`config.mk`:
```
export PLATFORM = sky130hd
export DESIGN_NAME = deq_ctrl
export DESIGN_NICKNAME = d
export VERILOG_FILES = /design/src/hw/rtl/deq_pkg.sv /design/src/hw/rtl/deq_ctrl.sv
export SDC_FILE = /design/constraint.sdc
export NUM_CORES = 1
export LEC_CHECK = 0
export BUFFER_PORTS_ARGS = -buffer_cell sky130_fd_sc_hd__buf_2
export CELL_PAD_IN_SITES_DETAIL_PLACEMENT = 0
export CELL_PAD_IN_SITES_GLOBAL_PLACEMENT = 1
export CORE_UTILIZATION = 28
export CTS_CLUSTER_SIZE = 16
export DETAILED_ROUTE_END_ITERATION = 8
export PLACE_DENSITY = 0.77
export SLEW_MARGIN = 20
export SYNTH_ARGS = -nofsm -noshare
export SYNTH_HDL_FRONTEND = slang
export SYNTH_SLANG_ARGS = --single-unit
```
`constraint.sdc`:
```
create_clock -name i_clk -period 3.2 [get_ports i_clk]
set_input_delay 0.64 -clock i_clk [delete_from_list [all_inputs] [get_ports i_clk]]
set_output_delay 0.64 -clock i_clk [all_outputs]
set_load 0.005 [all_outputs]
```
`src/hw/rtl/deq_pkg.sv`:
```
// Package for the double-ended queue: request and response types, action and
// status codes, and default sizes. No dependencies.
`default_nettype none

package deq_pkg;

    localparam int DEPTH_DEF      = 1024;
    localparam int WORD_WIDTH_DEF = 64;
    localparam int PUSH_W         = 64;
    localparam int OCC_W          = 11;

    typedef enum logic [2:0] {
        ACT_PUSH_FRONT = 3'd0,
        ACT_PUSH_BACK  = 3'd1,
        ACT_POP_FRONT  = 3'd2,
        ACT_POP_BACK   = 3'd3,
        ACT_PEEK_FRONT = 3'd4,
        ACT_PEEK_BACK  = 3'd5,
        ACT_CLEAR      = 3'd6
    } t_action;

    typedef enum logic [1:0] {
        ST_OK    = 2'd0,
        ST_WORD  = 2'd1,
        ST_EMPTY = 2'd2,
        ST_FULL  = 2'd3
    } t_status;

    typedef struct packed {
        t_action           action;
        logic [PUSH_W-1:0] push_word;
    } t_req;

    typedef struct packed {
        t_status           status;
        logic [PUSH_W-1:0] read_word;
        logic [OCC_W-1:0]  occupancy;
    } t_rsp;

    // Registered result information from the controller to the top level.
    typedef struct packed {
        logic             done;
        logic             rd;
        t_status          status;
        logic [OCC_W-1:0] occupancy;
    } t_rsp_ctl;

endpackage

`default_nettype wire

```
`src/hw/rtl/deq_ctrl.sv`:
```
// Head pointer, word count and action decode of the double-ended queue.
// Drives the store's ports and registers the result. Depends on deq_pkg.
`default_nettype none

module deq_ctrl #(
    parameter int DEPTH      = deq_pkg::DEPTH_DEF,
    parameter int WORD_WIDTH = deq_pkg::WORD_WIDTH_DEF,
    localparam int AW        = $clog2(DEPTH),
    localparam int CW        = $clog2(DEPTH + 1)
) (
    input  wire logic              i_clk,
    input  wire logic              i_rst_n,
    input  wire logic              i_accept,
    input  wire deq_pkg::t_req     i_req,
    output logic                   o_live,
    output logic                   o_we,
    output logic [AW-1:0]          o_waddr,
    output logic [WORD_WIDTH-1:0]  o_wdata,
    output logic                   o_re,
    output logic [AW-1:0]          o_raddr,
    output deq_pkg::t_rsp_ctl      o_ctl
);

    logic [AW-1:0]         r_head, n_head;
    logic [CW-1:0]         r_count, n_count;
    logic                  r_live;
    logic                  r_done;
    logic                  r_rd, n_rd;
    deq_pkg::t_status      r_status, n_status;
    logic [AW-1:0]         front_pos, tail_pos, back_pos, head_inc;
    logic [AW:0]           sum, sum_m1;
    logic                  full, empty;
    logic [CW+deq_pkg::OCC_W-1:0] occ_wide;

    assign full  = (r_count == CW'(DEPTH));
    assign empty = (r_count == '0);

    // Ring positions; every sum stays below twice the depth, so one
    // compare and subtract wraps it.
    assign sum    = (AW+1)'(r_head) + (AW+1)'(r_count);
    assign sum_m1 = sum - (AW+1)'(1);
    assign tail_pos  = (sum >= (AW+1)'(DEPTH)) ? AW'(sum - (AW+1)'(DEPTH)) : AW'(sum);
    assign back_pos  = (sum_m1 >= (AW+1)'(DEPTH)) ? AW'(sum_m1 - (AW+1)'(DEPTH))
                                                  : AW'(sum_m1);
    assign front_pos = (r_head == '0) ? AW'(DEPTH - 1) : r_head - AW'(1);
    assign head_inc  = (r_head == AW'(DEPTH - 1)) ? '0 : r_head + AW'(1);

    always_comb begin
        n_head   = r_head;
        n_count  = r_count;
        n_status = deq_pkg::ST_OK;
        n_rd     = 1'b0;
        o_we     = 1'b0;
        o_waddr  = tail_pos;
        o_re     = 1'b0;
        o_raddr  = r_head;
        o_wdata  = i_req.push_word[WORD_WIDTH-1:0];
        if (i_accept) begin
            case (i_req.action)
                deq_pkg::ACT_PUSH_FRONT, deq_pkg::ACT_PUSH_BACK: begin
                    if (full) begin
                        n_status = deq_pkg::ST_FULL;
                    end else begin
                        o_we    = 1'b1;
                        n_count = r_count + CW'(1);
                        if (i_req.action == deq_pkg::ACT_PUSH_FRONT) begin
                            o_waddr = front_pos;
                            n_head  = front_pos;
                        end
                    end
                end
                deq_pkg::ACT_POP_FRONT, deq_pkg::ACT_POP_BACK,
                deq_pkg::ACT_PEEK_FRONT, deq_pkg::ACT_PEEK_BACK: begin
                    if (empty) begin
                        n_status = deq_pkg::ST_EMPTY;
                    end else begin
                        o_re     = 1'b1;
                        n_rd     = 1'b1;
                        n_status = deq_pkg::ST_WORD;
                        if (i_req.action == deq_pkg::ACT_POP_BACK ||
                            i_req.action == deq_pkg::ACT_PEEK_BACK) begin
                            o_raddr = back_pos;
                        end
                        if (i_req.action == deq_pkg::ACT_POP_FRONT) begin
                            n_head  = head_inc;
                            n_count = r_count - CW'(1);
                        end else if (i_req.action == deq_pkg::ACT_POP_BACK) begin
                            n_count = r_count - CW'(1);
                        end
                    end
                end
                deq_pkg::ACT_CLEAR: begin
                    n_head  = '0;
                    n_count = '0;
                end
                default: begin
                end
            endcase
        end
    end

    always_ff @(posedge i_clk) begin
        if (!i_rst_n) begin
            r_head  <= '0;
            r_count <= '0;
            r_live  <= 1'b0;
            r_done  <= 1'b0;
        end else begin
            r_head  <= n_head;
            r_count <= n_count;
            r_live  <= 1'b1;
            r_done  <= i_accept;
        end
    end

    always_ff @(posedge i_clk) begin
        if (i_accept) begin
            r_rd     <= n_rd;
            r_status <= n_status;
        end
    end

    // The occupancy field reports the count after the action; the count
    // register already holds it in the result cycle.
    assign occ_wide = {{deq_pkg::OCC_W{1'b0}}, r_count};

    assign o_live          = r_live;
    assign o_ctl.done      = r_done;
    assign o_ctl.rd        = r_rd;
    assign o_ctl.status    = r_status;
    assign o_ctl.occupancy = occ_wide[deq_pkg::OCC_W-1:0];

endmodule

`default_nettype wire

```
==> impl_metrics.json, run 1 <==
{
  "tritoncts": "yes",
  "first_iter_violations": 164,
  "synth_compound_gate_area_share_pct": 23.5,
  "cp-end-kind": "output pin",
  "port-buffer-count": 43,
  "area.growth.synth_to_final_pct": 11.5,
  "cts_root_buf": "sky130_fd_sc_hd__clkbuf_16",
  "maxSlewHeadroom_pct": 65.1,
  "timing.final.ws_setup_ns": -0.138,
  "synth.largest_area_cell": "sky130_fd_sc_hd__buf_4",
  "number_of_levels_the_h_tree_was_split_into": 1,
  "proportion_of_synthesized_chip_area_in_sequential_cells_pct": 16.8,
  "clk-insertion-delay-late_ns": 0.28,
  "synth_simple_gate_area_share_pct": 22.0,
  "clock_sinks": 26,
  "syn-num-nets": 546,
  "max_clock_freq_mhz": 300,
  "final_area_mm2": 0.00366,
  "cts-root-to-sink-buffers": 2,
  "routed_via_density": 5.27,
  "yosysUniqueCellTypes": 61,
  "detailed_place_hpwl_mm": 7.14,
  "final-setup-viol-count": 3,
  "run_status": "complete, but fails checks",
  "synth_top_family_by_area": "compound AO/OA/AOI/OAI gates",
  "detailedRoute.firstPassIterationCount": 4,
  "postSynthCellCount": 450,
  "register_bit_total_from_synthesis": 26,
  "static_leak_nw": 1.59,
  "antenna-diode-count": 0,
  "synth_mux_area_share_pct": 2.09,
  "maxCapViolCount": 0,
  "die_y_um": 110,
  "synthXorXnorAreaFrac_pct": 5.33,
  "die_area_mm2": 0.0122,
  "syn_area_mm2": 0.00329,
  "core_box_area_mm2": 0.0114,
  "tns_ns": -0.246,
  "routed_wirelength_mm": 9.12,
  "fin_crit_ns": 3.34,
  "critPathRequiredTime_ns": 2.56,
  "syn_avg_cell_area_um2": 7.30,
  "std_cell_rows": 39,
  "gr-total-overflow": 0,
  "first_global_vias": 2872,
  "track_usage_pct": 15.2,
  "nets": 547,
  "vdd.ir_drop.worst_mv": 0.204,
  "violations": "negative setup slack",
  "post_synth_main_area_contributors": "sky130_fd_sc_hd__buf_4 15%, sky130_fd_sc_hd__dfxtp_1 14%, sky130_fd_sc_hd__ha_1 9.1%, sky130_fd_sc_hd__a21oi_1 6.4%, sky130_fd_sc_hd__nor2_1 5.1%",
  "crit_path_max_fanout": 3,
  "top_level_i_o_count": 172,
  "hold_class": "reg -> reg",
  "cp.arrival_ns": 2.70,
  "drive_gt1_share_pct": 26.7,
  "fraction_of_synthesized_cell_area_taken_by_the_top_area_cell_type_pct": 15.1,
  "routed-via-count": 3123,
  "postRouteAntennaNets": 0,
  "synthesis.yosys.warnings": 0,
  "synth_fa_ha_area_share_pct": 10.4,
  "timing.final.max_slew_violations": 0,
  "layout_worst_path_cycle_share_pct": 104,
  "grt_setup_unrepaired": "yes",
  "ys_async_sr_fraction_pct": 0,
  "initial_core_utilization_pct": 28.8,
  "cts_inserted_buffers": 3,
  "path_class": "reg -> out",
  "power.density_mw_per_mm2": 521,
  "wire_per_inst_um": 15.4,
  "worstSetupStartpointType": "flop",
  "clk_pin_slew_ns": 0.08,
  "grt_first_pass_wirelength_mm": 14.4,
  "synth_top_flop_cell": "sky130_fd_sc_hd__dfxtp_1",
  "drt_drc_violations_left": 0,
  "filler_cell_count": 1207,
  "antenna_found_initial": 0,
  "grt_max_degree": 22,
  "slew_worst_pin_ns": 0.510,
  "fin_skew_ns": 0.00993,
  "die_w_um": 110,
  "place_area_mm2": 0.00338,
  "synth_enable_flop_cells": 3,
  "place.gp.congestion": 0.860,
  "final-hold-violation-count": 0
}
==> metrics by stage <==
stage	cells	hold slack [ns]	util, %	power, mW	worst slack [ns]
2_1_floorplan	450	0.493	-	1.15	0.0670
3_3_place_gp	586	0.551	29.6	1.40	-0.000521
3_5_place_dp	586	0.571	29.6	1.41	-0.0154
4_1_cts	590	0.582	31.3	1.85	-0.155
5_1_grt	593	0.610	32.1	2.04	-0.273
6_report	593	0.569	32.1	1.91	-0.138
==> cell type report <==
cell class	count	area, um2	area share [%]
tap	143	179	4.89
clock buffer	3	75.1	2.05
inverter	20	75.1	2.05
sequential	26	553	15.1
multi-input combinational	318	2220	60.6
timing repair buffer	82	531	14.5
clock inverter	1	30.0	0.820
==> where the power goes <==
group / switching [mW] / total, mW / internal (mW) / leakage, nW
registers: 0.0479 / 0.422 / 0.374 / 0.219
logic: 0.592 / 1.10 / 0.509 / 1.32
clock network: 0.135 / 0.385 / 0.250 / 0.0511
total: 0.774 / 1.91 / 1.13 / 1.59
==> critical path, cell delays in order (launching register included) <==
cell and delay (ns):
sky130_fd_sc_hd__dfxtp_2 0.34, sky130_fd_sc_hd__ha_4 0.16, sky130_fd_sc_hd__fa_2 0.33, sky130_fd_sc_hd__buf_4 0.15, sky130_fd_sc_hd__xnor2_2 0.19, sky130_fd_sc_hd__nand3_2 0.15
sky130_fd_sc_hd__a2111oi_4 0.40, sky130_fd_sc_hd__o2111ai_2 0.16, sky130_fd_sc_hd__xnor2_1 0.16, sky130_fd_sc_hd__mux2_4 0.27, sky130_fd_sc_hd__buf_6 0.12
==> sequential cells by signal, summed over array words and instances (netlist names) <==
register  count
r_head       10
r_rd          1
o_live        1
r_done        1
r_status      2
r_count      11
==> cell usage after synthesis, drive strengths merged (3+ instances only) <==
master and count:
a211oi 9, a21o 7, a21oi 42, a22oi 4, a31oi 6, buf 72
clkbuf 14, dfxtp 23, edfxtp 3, ha 24, inv 18, mux2 4
nand2 30, nand3 17, nand3b 3, nand4 5, nor2 46, nor3 14
nor3b 4, nor4 5, o21a 4, o21ai 20, o21bai 3, o311ai 4
o31a 3, or2 5, or3 8, xnor2 15, xor2 5
==> worst paths after layout <==
check | from | end | slack [ns] | cells after the start
max | r_count[0]$_SDFFE_PN0P_ | o_raddr[9] | -0.14 | 10
min | r_count[6]$_SDFFE_PN0P_ | r_count[6]$_SDFFE_PN0P_ | 0.57 | 2
max reg2reg | r_count[0]$_SDFFE_PN0P_ | r_count[10]$_SDFFE_PN0P_ | 0.68 | 10
min reg2reg | r_count[6]$_SDFFE_PN0P_ | r_count[6]$_SDFFE_PN0P_ | 0.57 | 2
==> metal layers <==
metal | GRT usage [%] | vias to the layer above | part of all wire [%]
met5 | 0 | - | 0
met4 | 8.93 | 0 | 3.5
met3 | 2.12 | 22 | 5.4
met2 | 25.0 | 114 | 48
met1 | 18.9 | 1451 | 43
li1 | - | 1536 | -
==> layout by cell type, fill, tap and decap left out, types with 3 or more instances in the layout <==
master and count:
sky130_fd_sc_hd__o311ai_0 3, sky130_fd_sc_hd__nor2_1 44, sky130_fd_sc_hd__buf_4 37, sky130_fd_sc_hd__a211oi_1 7, sky130_fd_sc_hd__a21o_1 7, sky130_fd_sc_hd__nor3_1 13, sky130_fd_sc_hd__o21bai_1 3, sky130_fd_sc_hd__nor4_1 3
sky130_fd_sc_hd__or3_1 8, sky130_fd_sc_hd__edfxtp_1 3, sky130_fd_sc_hd__xnor2_1 14, sky130_fd_sc_hd__ha_1 22, sky130_fd_sc_hd__o31a_1 3, sky130_fd_sc_hd__nand3b_1 3, sky130_fd_sc_hd__xor2_1 5, sky130_fd_sc_hd__o21a_1 4
sky130_fd_sc_hd__o21ai_0 19, sky130_fd_sc_hd__nor3b_1 4, sky130_fd_sc_hd__buf_2 42, sky130_fd_sc_hd__a22oi_1 4, sky130_fd_sc_hd__nand4_1 5, sky130_fd_sc_hd__inv_1 18, sky130_fd_sc_hd__clkbuf_16 3, sky130_fd_sc_hd__nand2_1 30
sky130_fd_sc_hd__a21oi_1 40, sky130_fd_sc_hd__or2_2 3, sky130_fd_sc_hd__a31oi_1 5, sky130_fd_sc_hd__nand3_1 16, sky130_fd_sc_hd__dfxtp_1 21
==> kinds of logic after synthesis <==
family	count (synthesis)
adder cells (fa/ha/maj)	26
AND/OR/NAND/NOR	147
multiplexers	6
AO/OA/AOI/OAI	119
flip-flops	26
XOR/XNOR	20
buffers and inverters	106
==> repair_timing <==
action                                  4_1_cts  5_1_grt
pin swaps                                    14       12
setup buffers                                 0        3
resized for setup                            18       12
hold endpoints to repair                      0        0
endpoints found under the setup margin        5       12
cloned                                        0        0
hold buffers                                  0        0
Note: power is estimated with default switching activity, not from simulation.
==> inputs of run 2 (changes only) <==
--- a/config.mk
+++ b/config.mk
@@ -5,7 +5,8 @@
 export SDC_FILE = /design/constraint.sdc
 export NUM_CORES = 1
 export LEC_CHECK = 0
-export BUFFER_PORTS_ARGS = -buffer_cell sky130_fd_sc_hd__buf_2
+export ABC_AREA = 1
+export BUFFER_PORTS_ARGS = -buffer_cell sky130_fd_sc_hd__buf_4
 export CELL_PAD_IN_SITES_DETAIL_PLACEMENT = 0
 export CELL_PAD_IN_SITES_GLOBAL_PLACEMENT = 1
 export CORE_UTILIZATION = 28
@@ -16,3 +17,4 @@
 export SYNTH_ARGS = -nofsm -noshare
 export SYNTH_HDL_FRONTEND = slang
 export SYNTH_SLANG_ARGS = --single-unit
+export TNS_END_PERCENT = 1
==> run 2 against run 1 <==
  * Largest cell class unchanged
  * Via count up 9.2%
  * Highest routed layer unchanged
  * Sequential power up 2%
  * Setup slack better by 0.35 ns
  * Final cell count up 22%
  * Non-clock buffer count down 30
  * The flow now finishes without violations
  * Count of clock-buffer cells in the layout unchanged
  * Hold slack worse by 0.030 ns
==> impl_metrics.json, run 2 <==
{
  "nets": 650,
  "worstSetupStartpointType": "flop",
  "largest_register_ffs": 11,
  "cts.repair_timing.setup_buffer_count": 0,
  "fraction_of_synthesized_cell_area_taken_by_the_top_area_cell_type_pct": 15.9,
  "die_area_mm2": 0.0132,
  "fin_crit_ns": 2.98,
  "clk-insertion-delay-late_ns": 0.26,
  "clk_pin_slew_ns": 0.07,
  "postSynthCellCount": 572,
  "cts_root_buf": "sky130_fd_sc_hd__clkbuf_16",
  "maxSlewHeadroom_pct": 66.4,
  "syn-num-nets": 668,
  "path_class": "reg -> out",
  "hold_class": "reg -> reg",
  "final_area_mm2": 0.00376,
  "filler_cell_count": 1386,
  "top_level_i_o_count": 172,
  "static_leak_nw": 1.93,
  "layout_commonest_cell": "sky130_fd_sc_hd__nand2_1",
  "proportion_of_synthesized_chip_area_in_sequential_cells_pct": 15.4,
  "routed-via-count": 3410,
  "post_place_setup_slack_ns": 0.380,
  "largest-register": "r_count",
  "grt_setup_unrepaired": "no",
  "detailed_place_hpwl_mm": 8.22,
  "slew_worst_pin_ns": 0.504,
  "std_cell_rows": 40,
  "core_box_area_mm2": 0.0122,
  "place.gp.congestion": 0.976,
  "grt_max_degree": 19,
  "antenna-diode-count": 0,
  "first_global_vias": 3298,
  "synth_enable_flop_cells": 3,
  "critPathRequiredTime_ns": 2.56,
  "worstPathCellList": "ha_4, fa_2, inv_1, nand2_1, nor2_2, nand3_2, nor2_4, nand3_2, o21bai_1, nand3_1, nand2_1, inv_1, buf_4",
  "crit_path_max_fanout": 4,
  "antenna_found_initial": 0,
  "maxCapViolCount": 0,
  "final-hold-violation-count": 0,
  "fin_skew_ns": 0.00316,
  "final-setup-viol-count": 0,
  "cp_slowest_stage_delay_ns": 0.42,
  "number_of_levels_the_h_tree_was_split_into": 1,
  "port-buffer-count": 43,
  "met3_length_um": 780,
  "layout_common_cells": "152 x sky130_fd_sc_hd__nand2_1, 59 x sky130_fd_sc_hd__inv_1, 52 x sky130_fd_sc_hd__buf_4, 46 x sky130_fd_sc_hd__nand3_1, 38 x sky130_fd_sc_hd__nor2_1",
  "clock_sinks": 26,
  "gr-total-overflow": 0,
  "cp.arrival_ns": 2.34,
  "critical-path-slowest-cell": "sky130_fd_sc_hd__fa_2",
  "register_bit_total_from_synthesis": 26,
  "tritoncts": "yes",
  "die_w_um": 115,
  "first_iter_violations": 139,
  "syn_area_mm2": 0.00358,
  "die_y_um": 115,
  "drive_gt1_share_pct": 18.6,
  "timing.final.max_slew_violations": 0,
  "place_area_mm2": 0.00363,
  "cts_inserted_buffers": 3,
  "vdd.ir_drop.worst_mv": 0.233,
  "detailedRoute.firstPassIterationCount": 5,
  "post_synth_main_area_contributors": "sky130_fd_sc_hd__nand2_1 16%, sky130_fd_sc_hd__buf_4 14%, sky130_fd_sc_hd__dfxtp_1 13%, sky130_fd_sc_hd__ha_1 8.4%, sky130_fd_sc_hd__nand3_1 6.6%",
  "area.growth.synth_to_final_pct": 5.17,
  "routed_wirelength_mm": 9.94,
  "synth.most_common_cell": "sky130_fd_sc_hd__nand2_1",
  "max_clock_freq_mhz": 335,
  "synth.top_cells.by_count": "152 x sky130_fd_sc_hd__nand2_1, 69 x sky130_fd_sc_hd__buf_4, 59 x sky130_fd_sc_hd__inv_1, 47 x sky130_fd_sc_hd__nand3_1, 38 x sky130_fd_sc_hd__nor2_1",
  "syn_avg_cell_area_um2": 6.26,
  "grt_first_pass_wirelength_mm": 16.2,
  "yosysUniqueCellTypes": 39,
  "top_layer_used": "met4",
  "tns_ns": 0,
  "initial_core_utilization_pct": 29.3,
  "dr_wl_met2_mm": 4.43,
  "track_usage_pct": 15.4,
  "power.density_mw_per_mm2": 490,
  "wire_per_inst_um": 13.8,
  "final_util_pct": 30.8,
  "largest_registers": "r_count: 11 flops, r_head: 10 flops, r_status: 2 flops",
  "postRouteAntennaNets": 0,
  "synth_top_flop_cell": "sky130_fd_sc_hd__dfxtp_1",
  "postCtsHoldBufs": 0,
  "synthesis.yosys.warnings": 0,
  "cts-root-to-sink-buffers": 2,
  "timing.final.ws_setup_ns": 0.215,
  "layout_worst_path_cycle_share_pct": 93.3,
  "routed_via_density": 4.73,
  "synth.largest_area_cell": "sky130_fd_sc_hd__nand2_1",
  "run_status": "finished clean",
  "drt_drc_violations_left": 0,
  "ys_async_sr_fraction_pct": 0,
  "detailed_route_wire_length_on_metal_1_mm": 4.41,
  "cp-end-kind": "output pin",
  "design_power_total_mw": 1.84
}
-- run 2: changes by cell type in the layout (fill, tap and decap cells not counted), moves of 7 or more --
cell,previous run,this run
sky130_fd_sc_hd__buf_4,37,52
sky130_fd_sc_hd__buf_2,42,0
sky130_fd_sc_hd__nand2_1,30,152
sky130_fd_sc_hd__a21o_1,7,0
sky130_fd_sc_hd__xor2_1,5,12
sky130_fd_sc_hd__nand3_1,16,46
sky130_fd_sc_hd__a21oi_1,40,33
sky130_fd_sc_hd__nand2_2,0,8
sky130_fd_sc_hd__o21ai_0,19,31
sky130_fd_sc_hd__xnor2_1,14,5
sky130_fd_sc_hd__inv_1,18,59
sky130_fd_sc_hd__or3_1,8,0
sky130_fd_sc_hd__inv_2,0,10
-- run 2: what timing repair did --
action                                 in CTS  in global routing
endpoints found under the hold margin       0                  0
setup endpoints to repair                   0                  5
gates resized for setup                     0                 10
-- run 2: where the power goes --
| group | internal (mW) | switching [mW] |
|---|---|---|
| Combinational | 0.407 | 0.630 |
| Sequential | 0.374 | 0.0584 |
| Clock | 0.249 | 0.127 |
| Total | 1.03 | 0.815 |
-- run 2: routing by layer --
metal | GRT usage, % | vias to the layer above
li1 | - | 1738
met1 | 20.0 | 1524
met2 | 25.3 | 125
met3 | 2.74 | 23
met5 | 0 | -
met4 | 5.97 | 0
-- run 2: worst paths after layout --
| kind | cells past startpoint | end | start | slack, ns |
|---|---|---|---|---|
| worst max-delay path | 13 | o_raddr[9] | r_count[0]$_SDFFE_PN0P_ | 0.22 |
| worst min-delay path | 2 | r_count[1]$_SDFFE_PN0P_ | r_count[1]$_SDFFE_PN0P_ | 0.54 |
| worst max register to register | 8 | r_head[6]$_SDFFE_PN0P_ | r_head[1]$_SDFFE_PN0P_ | 1.18 |
| worst min register to register | 2 | r_count[1]$_SDFFE_PN0P_ | r_count[1]$_SDFFE_PN0P_ | 0.54 |
-- run 2: area by class of cell --
| class | count | area, um2 | share of cell area [%] |
|---|---|---|---|
| Clock buffer | 3 | 75.1 | 1.99 |
| Clock inverter | 1 | 30.0 | 0.798 |
| Inverter | 69 | 259 | 6.88 |
| Multi-Input combinational cell | 402 | 2240 | 59.5 |
| Sequential cell | 26 | 561 | 14.9 |
| Tap cell | 168 | 210 | 5.59 |
| Timing Repair Buffer | 52 | 390 | 10.4 |
-- run 2: per-stage QoR --
stage | std cells | hold slack (ns)
final | 721 | 0.539
after global routing | 721 | 0.566
after CTS | 721 | 0.552
after detailed placement | 717 | 0.539
after global placement | 717 | 0.540
after floorplan | 572 | 0.504
-- run 2: critical path: cells and delay by family, from the launching register on --
family / cells / cell delay (ns)
adder cells (fa/ha/maj): 2 / 0.58
AO/OA/AOI/OAI: 1 / 0.19
flip-flops: 1 / 0.38
buffers and inverters: 3 / 0.25
AND/OR/NAND/NOR: 7 / 0.68
-- run 2: kinds of logic (layout without fill, tap and decap cells) --
family / Yosys count / in the layout / share of synthesized area, %
adder cells (fa/ha/maj): 26 / 26 / 9.51
AND/OR/NAND/NOR: 284 / 284 / 37.3
XOR/XNOR: 17 / 17 / 4.16
buffers and inverters: 144 / 125 / 22.6
flip-flops: 26 / 26 / 15.4
AO/OA/AOI/OAI: 75 / 75 / 11.0
